===== src/rtl/ssn_pkg.sv =====
// Shared constants for the subnet split negotiator: parameter defaults, port widths,
// request op codes, status codes, register indexes and reset values. No dependencies.
`timescale 1ns / 1ps

package ssn_pkg;

  localparam int PEER_SLOTS_DEF     = 4;
  localparam int MAX_ADDR_BYTES_DEF = 8;
  localparam int MAX_DOWNSTREAM_DEF = 8;

  localparam int PREFIX_W  = 64;
  localparam int CFG_DW    = 64;
  localparam int CFG_AW    = 6;

  localparam logic OP_ANNOUNCE = 1'b0;
  localparam logic OP_TIMEOUT  = 1'b1;

  localparam logic STATUS_OK  = 1'b0;
  localparam logic STATUS_ERR = 1'b1;

  localparam logic [2:0] REG_OWN_ADDRESS     = 3'd0;
  localparam logic [2:0] REG_ADDRESS_LENGTH  = 3'd1;
  localparam logic [2:0] REG_LOCAL_SUBNETS   = 3'd2;
  localparam logic [2:0] REG_UPSTREAM_PREFIX = 3'd3;
  localparam logic [2:0] REG_PREFIX_LENGTH   = 3'd4;

  localparam logic [3:0] ADDRESS_LENGTH_RST = 4'd8;
  localparam logic [3:0] LOCAL_SUBNETS_RST  = 4'd1;
  localparam logic [6:0] PREFIX_LENGTH_RST  = 7'd48;

endpackage


===== src/rtl/subnet_split_negotiator_core.sv =====
// Announcement: after accept, one peer slot is compared per cycle in the scan state,
// then the update state; a duplicate ends at the matching slot. Timeout: a setup
// state, then one result per cycle through the output register unless the receiver
// stalls, local_subnets results clamped to 1..MAX_DOWNSTREAM (one on error); next
// request taken after the last is loaded. Reset: registers to their documented
// values, peer table and start index zero, subnet total one. Depends on ssn_pkg.
`timescale 1ns / 1ps

module subnet_split_negotiator_core
  import ssn_pkg::*;
#(
  parameter int PEER_SLOTS     = PEER_SLOTS_DEF,
  parameter int MAX_ADDR_BYTES = MAX_ADDR_BYTES_DEF,
  parameter int MAX_DOWNSTREAM = MAX_DOWNSTREAM_DEF
) (
  input  logic                clk_i,
  input  logic                rst_ni,
  input  logic                psel,
  input  logic                penable,
  input  logic                pwrite,
  input  logic [CFG_AW-1:0]   paddr,
  input  logic [CFG_DW-1:0]   pwdata,
  output logic [CFG_DW-1:0]   prdata,
  output logic                pready,
  input  logic                in_valid_i,
  output logic                in_stall_o,
  input  logic                op_i,
  input  logic [63:0]         peer_address_i,
  input  logic                peer_accepted_i,
  input  logic [7:0]          remote_subnets_i,
  output logic                out_valid_o,
  input  logic                out_stall_i,
  output logic                status_o,
  output logic [63:0]         sub_prefix_o,
  output logic [6:0]          sub_prefix_length_o,
  output logic [7:0]          subnet_index_o,
  output logic                last_o
);

  localparam int ADDR_W  = 8 * MAX_ADDR_BYTES;
  localparam int SLOT_IW = (PEER_SLOTS > 1) ? $clog2(PEER_SLOTS) : 1;

  localparam logic [2:0] S_IDLE  = 3'd0;
  localparam logic [2:0] S_SCAN  = 3'd1;
  localparam logic [2:0] S_UPD   = 3'd2;
  localparam logic [2:0] S_SETUP = 3'd3;
  localparam logic [2:0] S_EMIT  = 3'd4;

  logic [63:0] own_address_q;
  logic [3:0]  address_length_q;
  logic [3:0]  local_subnets_q;
  logic [63:0] upstream_prefix_q;
  logic [6:0]  prefix_length_q;

  logic [2:0]  state_q, state_d;
  logic [ADDR_W-1:0] slot_q [PEER_SLOTS];
  logic [ADDR_W-1:0] slot_d [PEER_SLOTS];
  logic [7:0]  total_q, total_d;
  logic [7:0]  start_q, start_d;
  logic [ADDR_W-1:0] addr_q, addr_d;
  logic [7:0]  rem_q, rem_d;
  logic [SLOT_IW-1:0] scan_q, scan_d;
  logic        empty_vld_q, empty_vld_d;
  logic [SLOT_IW-1:0] empty_idx_q, empty_idx_d;
  logic [63:0] base_q, base_d;
  logic [3:0]  bits_q, bits_d;
  logic [6:0]  nl_q, nl_d;
  logic        err_q, err_d;
  logic [7:0]  idx_q, idx_d;
  logic [3:0]  cnt_q, cnt_d;
  logic [3:0]  n_q, n_d;

  logic        out_valid_q, out_valid_d;
  logic        status_q, status_d;
  logic [63:0] sub_prefix_q, sub_prefix_d;
  logic [6:0]  sub_len_q, sub_len_d;
  logic [7:0]  sub_idx_q, sub_idx_d;
  logic        last_q, last_d;

  logic [3:0]  addr_bytes;
  logic [3:0]  iface_cnt;
  logic [ADDR_W-1:0] mask;
  logic [ADDR_W-1:0] slot_m;
  logic [ADDR_W-1:0] own_m;
  logic [3:0]  total_bits;
  logic [7:0]  nl_wide;
  logic [7:0]  idx_next;
  logic [7:0]  field_mask;
  logic [7:0]  field;
  logic        cfg_wr;
  logic        in_acc;
  logic        out_free;

  assign pready = 1'b1;
  assign cfg_wr = psel && penable && pwrite;

  always_ff @(posedge clk_i or negedge rst_ni) begin
    if (!rst_ni) begin
      own_address_q     <= '0;
      address_length_q  <= ADDRESS_LENGTH_RST;
      local_subnets_q   <= LOCAL_SUBNETS_RST;
      upstream_prefix_q <= '0;
      prefix_length_q   <= PREFIX_LENGTH_RST;
    end else if (cfg_wr) begin
      case (paddr[5:3])
        REG_OWN_ADDRESS:     own_address_q     <= pwdata;
        REG_ADDRESS_LENGTH:  address_length_q  <= pwdata[3:0];
        REG_LOCAL_SUBNETS:   local_subnets_q   <= pwdata[3:0];
        REG_UPSTREAM_PREFIX: upstream_prefix_q <= pwdata;
        REG_PREFIX_LENGTH:   prefix_length_q   <= pwdata[6:0];
        default: ;
      endcase
    end
  end

  always_comb begin
    case (paddr[5:3])
      REG_OWN_ADDRESS:     prdata = own_address_q;
      REG_ADDRESS_LENGTH:  prdata = {60'd0, address_length_q};
      REG_LOCAL_SUBNETS:   prdata = {60'd0, local_subnets_q};
      REG_UPSTREAM_PREFIX: prdata = upstream_prefix_q;
      REG_PREFIX_LENGTH:   prdata = {57'd0, prefix_length_q};
      default:             prdata = '0;
    endcase
  end

  always_comb begin
    if (address_length_q == 4'd0) begin
      addr_bytes = 4'd1;
    end else if (32'(address_length_q) > MAX_ADDR_BYTES) begin
      addr_bytes = 4'(MAX_ADDR_BYTES);
    end else begin
      addr_bytes = address_length_q;
    end
    if (local_subnets_q == 4'd0) begin
      iface_cnt = 4'd1;
    end else if (32'(local_subnets_q) > MAX_DOWNSTREAM) begin
      iface_cnt = 4'(MAX_DOWNSTREAM);
    end else begin
      iface_cnt = local_subnets_q;
    end
    for (int b = 0; b < MAX_ADDR_BYTES; b++) begin
      mask[8*b +: 8] = {8{b < 32'(addr_bytes)}};
    end
    total_bits = 4'd0;
    for (int i = 0; i < 8; i++) begin
      if (total_q[i]) total_bits = 4'(i + 1);
    end
  end

  assign slot_m     = slot_q[scan_q] & mask;
  assign own_m      = own_address_q[ADDR_W-1:0] & mask;
  assign nl_wide    = {1'b0, prefix_length_q} + {4'd0, total_bits};
  assign idx_next   = idx_q + 8'd1;
  assign field_mask = 8'((16'd1 << bits_q) - 16'd1);
  assign field      = idx_next & field_mask;

  assign in_stall_o = (state_q != S_IDLE);
  assign in_acc     = in_valid_i && !in_stall_o;
  assign out_free   = !out_valid_q || !out_stall_i;

  always_comb begin
    state_d      = state_q;
    slot_d       = slot_q;
    total_d      = total_q;
    start_d      = start_q;
    addr_d       = addr_q;
    rem_d        = rem_q;
    scan_d       = scan_q;
    empty_vld_d  = empty_vld_q;
    empty_idx_d  = empty_idx_q;
    base_d       = base_q;
    bits_d       = bits_q;
    nl_d         = nl_q;
    err_d        = err_q;
    idx_d        = idx_q;
    cnt_d        = cnt_q;
    n_d          = n_q;
    out_valid_d  = out_valid_q && out_stall_i;
    status_d     = status_q;
    sub_prefix_d = sub_prefix_q;
    sub_len_d    = sub_len_q;
    sub_idx_d    = sub_idx_q;
    last_d       = last_q;

    unique case (state_q)
      S_IDLE: begin
        if (in_acc) begin
          if (op_i == OP_TIMEOUT) begin
            state_d = S_SETUP;
          end else if (peer_accepted_i) begin
            addr_d      = peer_address_i[ADDR_W-1:0] & mask;
            rem_d       = remote_subnets_i;
            scan_d      = '0;
            empty_vld_d = 1'b0;
            state_d     = S_SCAN;
          end
        end
      end
      S_SCAN: begin
        if (slot_m == '0) begin
          empty_vld_d = 1'b1;
          empty_idx_d = scan_q;
        end
        if (slot_m != '0 && slot_m == addr_q) begin
          state_d = S_IDLE;
        end else if (scan_q == SLOT_IW'(PEER_SLOTS - 1)) begin
          state_d = S_UPD;
        end else begin
          scan_d = scan_q + SLOT_IW'(1);
        end
      end
      S_UPD: begin
        if (empty_vld_q) begin
          slot_d[empty_idx_q] = (slot_q[empty_idx_q] & ~mask) | addr_q;
        end
        if (own_m != addr_q) begin
          total_d = total_q + rem_q;
          if (own_m > addr_q) start_d = start_q + rem_q;
        end
        state_d = S_IDLE;
      end
      S_SETUP: begin
        bits_d  = total_bits;
        nl_d    = nl_wide[6:0];
        err_d   = (total_bits == 4'd0) || (nl_wide > 8'd64);
        base_d  = (prefix_length_q == 7'd0) ? 64'd0 :
                  (upstream_prefix_q & (~64'd0 << (7'd64 - prefix_length_q)));
        idx_d   = start_q;
        cnt_d   = 4'd0;
        n_d     = iface_cnt;
        state_d = S_EMIT;
      end
      S_EMIT: begin
        if (out_free) begin
          out_valid_d = 1'b1;
          if (err_q) begin
            status_d     = STATUS_ERR;
            sub_prefix_d = '0;
            sub_len_d    = '0;
            sub_idx_d    = '0;
            last_d       = 1'b1;
          end else begin
            status_d     = STATUS_OK;
            sub_prefix_d = base_q | ({56'd0, field} << (7'd64 - nl_q));
            sub_len_d    = nl_q;
            sub_idx_d    = idx_next;
            last_d       = (cnt_q + 4'd1 == n_q);
            idx_d        = idx_next;
            cnt_d        = cnt_q + 4'd1;
          end
          if (err_q || (cnt_q + 4'd1 == n_q)) begin
            for (int i = 0; i < PEER_SLOTS; i++) slot_d[i] = '0;
            start_d = 8'd0;
            total_d = {4'd0, iface_cnt};
            state_d = S_IDLE;
          end
        end
      end
      default: state_d = S_IDLE;
    endcase
  end

  always_ff @(posedge clk_i or negedge rst_ni) begin
    if (!rst_ni) begin
      state_q     <= S_IDLE;
      for (int i = 0; i < PEER_SLOTS; i++) slot_q[i] <= '0;
      total_q     <= {4'd0, LOCAL_SUBNETS_RST};
      start_q     <= 8'd0;
      out_valid_q <= 1'b0;
      scan_q      <= '0;
      empty_vld_q <= 1'b0;
      cnt_q       <= 4'd0;
    end else begin
      state_q     <= state_d;
      slot_q      <= slot_d;
      total_q     <= total_d;
      start_q     <= start_d;
      out_valid_q <= out_valid_d;
      scan_q      <= scan_d;
      empty_vld_q <= empty_vld_d;
      cnt_q       <= cnt_d;
    end
  end

  always_ff @(posedge clk_i) begin
    addr_q       <= addr_d;
    rem_q        <= rem_d;
    empty_idx_q  <= empty_idx_d;
    base_q       <= base_d;
    bits_q       <= bits_d;
    nl_q         <= nl_d;
    err_q        <= err_d;
    idx_q        <= idx_d;
    n_q          <= n_d;
    status_q     <= status_d;
    sub_prefix_q <= sub_prefix_d;
    sub_len_q    <= sub_len_d;
    sub_idx_q    <= sub_idx_d;
    last_q       <= last_d;
  end

  assign out_valid_o         = out_valid_q;
  assign status_o            = status_q;
  assign sub_prefix_o        = sub_prefix_q;
  assign sub_prefix_length_o = sub_len_q;
  assign subnet_index_o      = sub_idx_q;
  assign last_o              = last_q;

endmodule


===== config.mk =====
export PLATFORM = sky130hd
export DESIGN_NAME = subnet_split_negotiator_core
export DESIGN_NICKNAME = d
export VERILOG_FILES = /design/src/rtl/ssn_pkg.sv /design/src/rtl/subnet_split_negotiator_core.sv
export SDC_FILE = /design/constraint.sdc
export NUM_CORES = 1
export LEC_CHECK = 0
export ABC_CLOCK_PERIOD_IN_PS = 7700
export CAP_MARGIN = 15
export CORE_MARGIN = 1.5
export CORE_UTILIZATION = 50
export DETAILED_ROUTE_END_ITERATION = 8
export DONT_BUFFER_PORTS = 1
export SYNTH_ARGS = -nofsm -noshare
export SYNTH_HDL_FRONTEND = slang
export SYNTH_SLANG_ARGS = --single-unit

===== constraint.sdc =====
create_clock -name clk_i -period 7.7 [get_ports clk_i]
set_input_delay 0.77 -clock clk_i [delete_from_list [all_inputs] [get_ports clk_i]]
set_output_delay 0.77 -clock clk_i [all_outputs]
set_load 0.005 [all_outputs]

==> flow_summary.ini <==
[timing]
hold_violations = 227
fin_setup_tns_ps = 0
rsz0062_at_grt = no
timing.final.crit_share_pct = 61.14
drv_slew = 0
worst_slew_pin_slew_ps = 1198
whs_ps = -129.1
slew_headroom_pct = 20.14
setup_ws_ps = 2992
setup_viol_count_final = 0
clock.fmax_mhz = 212.4
skew_ps = 22.46
period_minus_slack_ps = 4708

[pwr]
pwr-share-comb_pct = 32.4
power.leakage_uw = 0.01603
p_switching_uw = 5208
internal-power_uw = 9046
vdd_drop_max_mv = 0.1997
power_frac_seq_pct = 41.0
pwr_density_cell_mw_per_mm2 = 374.4
clkPwrFrac_pct = 26.6
switching_share_pct = 36.54

[synth]
netlist_instances = 3167
yosysUniqueCellTypes = 75
synth_nets = 3412
async_flop_share_pct = 63.68
synth.ff_latch_count = 669
synth_commonest_cells = dfrtp_1 (421), nand2_1 (385), o21ai_0 (347)
synth_top_area_share_pct = 30.43
yosysSeqAreaShare_pct = 51.88
synth_ff_type = dfrtp_1
synth_area_mm2 = 0.03462
synth_top_cell_by_area = dfrtp_1
synthTopCellsByArea = dfrtp_1 (30%), edfxtp_1 (21%), mux4_2 (6.6%)
ys_warn_count = 0
syn_area_per_cell_um2 = 10.93
synth_edf_count = 243
synthMostInstantiatedCell = dfrtp_1

[setup_path]
critical_path_class = register to register
crit_fanout = 41
endpoint = scan_q[1]$_DFFE_PN0P_
r2r_end = scan_q[1]$_DFFE_PN0P_
path_cells = buf_4, buf_4, mux4_2, a222oi_1, o2111ai_1, nor4_1, and4_1, a311o_1, mux2_4
slowest_stage = dfrtp_4
end_kind = register
reg2regPathDepth = 9
r2r_setup_slack_ps = 2990
worstPathRequired_ps = 8220
startpoint_type = register
cp.arrival_ps = 5220
r2r_start = scan_q[0]$_DFFE_PN0P_
startpoint = scan_q[0]$_DFFE_PN0P_
cpPeakStageDelay_ps = 920
crit_top_cell = buf_4

[worst_hold_path]
min_path_type = input pin to async pin

[route]
ant_nets = 0
via_per_inst = 6.356
drt-pass1-iter-count = 6
drc = 0
routed_wl_um = 114100
drtIter0Drc = 2529
wl_per_cell_um = 27.91
vias = 25990

[placed_design]
dp_hpwl_um = 80260
place.gp.congestion = 0.9700
pre_cts_ws_ps = 3038
io_buffers = 0
place_area_mm2 = 0.03546

[global_routing]
grt_use_total_pct = 32.04
grt_pass1_vias = 25310
antenna_found_initial = 7
grt_pass1_wl_um = 168100
grt_max_degree = 427
grt_overflow = 0

[outcome]
status = finished, violations left
violations = hold timing

[cts]
cts-root-buf = clkbuf_16
clk_path_buf_depth = 3
h-tree-depth = 3
insertion_delay_ps = 650
cts_made_buffers = 74
tritoncts = done
cts.sinks = 669
clk_pin_slew_ps = 60

[cells_and_area]
drive_gt1_share_pct = 14.41
fin_area_mm2 = 0.03807
area_growth_pct = 9.956
num-nets-final = 3340

[floorplan]
core-area_mm2 = 0.06859
initial_core_util_pct = 50.48
core.rowCount = 96
chipWidth_um = 266.1
die_h_um = 266.1
die_area_mm2 = 0.07083
io_pins = 299

[job]
drv_cap = 0
[flip-flops by register name, indices dropped and copies added (netlist names), 7 cells and up]
register             flops
slot_q                 256
sub_prefix_length_o      7
total_q                  8
rem_q                    8
prefix_length_q          7
own_address_q           64
base_q                  64
subnet_index_o           8
addr_q                  64
sub_prefix_o            64
nl_q                     7
upstream_prefix_q       64
idx_q                    8
start_q                  8
[layout by cell type (no fill, tap or decap), types with 7 or more instances in the layout]
master     Yosys  layout
clkbuf_1     164      17
o21bai_1       7       7
o22ai_1       27      27
inv_1        110     108
mux2i_1       69      69
nand2_1      385     384
ha_1          91      91
clkinv_2       0      11
o21ai_0      347     347
a21o_1        26      26
nand3b_1       7       7
nor2b_1      107     107
and2_1        48      48
o21a_1         8       8
buf_4          5      46
nor3_1        35      32
mux2_2       157     157
nand2b_1      14      14
o211ai_1       9       9
mux4_2       101     101
nand4_1       29      29
a31oi_1       15      14
xor2_1        22      21
a22o_1        63      63
nor2_1       197     194
or3_1          7       7
a22oi_1       14      14
bufinv_16      0      13
a21oi_1      182     180
dfrtp_1      421     419
nor4b_1        8       8
and3_1        33      33
edfxtp_1     243     243
nand3_1       34      33
nor4_1        14      14
clkbuf_16      0      74
xnor2_1       37      37
a221oi_1       7       7
[power by group through the flow]
stage	Combinational (uW)	Sequential [uW]	Clock [uW]
after floorplan	3490	5400	0
after global placement	4430	5780	0
after detailed placement	4560	5870	0
after CTS	4580	5810	3850
after global routing	5020	5960	3980
final	4610	5840	3800
[through the flow]
| step | instances | total power, uW | utilization, % | hold slack, ps |
|---|---|---|---|---|
| 6_report | 4089 | 14250 | 55.51 | -129.1 |
| 2_1_floorplan | 3167 | 8884 | - | 444.4 |
| 5_1_grt | 4088 | 14970 | 55.50 | -160.4 |
| 3_5_place_dp | 3949 | 10440 | 51.70 | 468.2 |
| 4_1_cts | 4087 | 14240 | 55.49 | -164.4 |
| 3_3_place_gp | 3949 | 10200 | 51.70 | 458.0 |
[metal layers]
metal / part of all wire (%) / track usage, % / wire [um] / vias up
li1: - / - / - / 11360
met1: 41 / 42.87 / 46480 / 13150
met2: 48 / 51.96 / 54840 / 1225
met3: 7.0 / 5.721 / 8035 / 254
met4: 4.1 / 12.64 / 4716 / 6
met5: 0.034 / 0 / 39 / -
[critical path, delay by kind of cell (launching register included)]
family	cells	cell delay, ps
DFF	1	920
muxes	2	880
buffers and inverters	2	950
and+or+nand+nor	2	960
AOI/OAI and AO/OA	3	810
[kinds of logic (layout without fill, tap and decap cells)]
family                     Yosys count  after routing  synth area share [%]
AOI/OAI and AO/OA                  773            773                 13.27
xor gates and xnor gates            59             59                 1.493
adders and majority gates           94             94                 3.462
buffers and inverters              305            295                 3.520
DFF                                669            669                 51.88
muxes                              328            328                 13.71
other                                1              2               0.01083
and+or+nand+nor                    938            938                 12.65
[worst min-delay path by stage]
| stage | from | slack, ps | cells past startpoint | to |
|---|---|---|---|---|
| after floorplan | slot_q[1]$_DFFE_PN0P_ | 440 | 2 | slot_q[1]$_DFFE_PN0P_ |
| after global placement | slot_q[65]$_DFFE_PN0P_ | 460 | 2 | slot_q[65]$_DFFE_PN0P_ |
| after detailed placement | slot_q[1]$_DFFE_PN0P_ | 470 | 2 | slot_q[1]$_DFFE_PN0P_ |
| after CTS | rst_ni | -160 | 0 | slot_q[150]$_DFFE_PN0P_ |
| after global routing | rst_ni | -160 | 0 | slot_q[10]$_DFFE_PN0P_ |
| final | rst_ni | -130 | 0 | slot_q[10]$_DFFE_PN0P_ |
[timing repair]
item | CTS | global route
hold endpoints to repair | 421 | 421
resized for setup | 0 | 0
buffers inserted | 0 | 0
endpoints found under the setup margin | 0 | 0
[layout make-up]
cell class	count	area [um^2]
Timing Repair Buffer	47	350.3
Clock buffer	94	1957
Antenna cell	1	2.502
Sequential cell	669	17970
Multi-Input combinational cell	2193	15570
Clock inverter	44	643.1
Fill cell	5803	30520
Inverter	110	412.9
Tap cell	931	1165
Note: power is estimated with default switching activity, not from simulation.
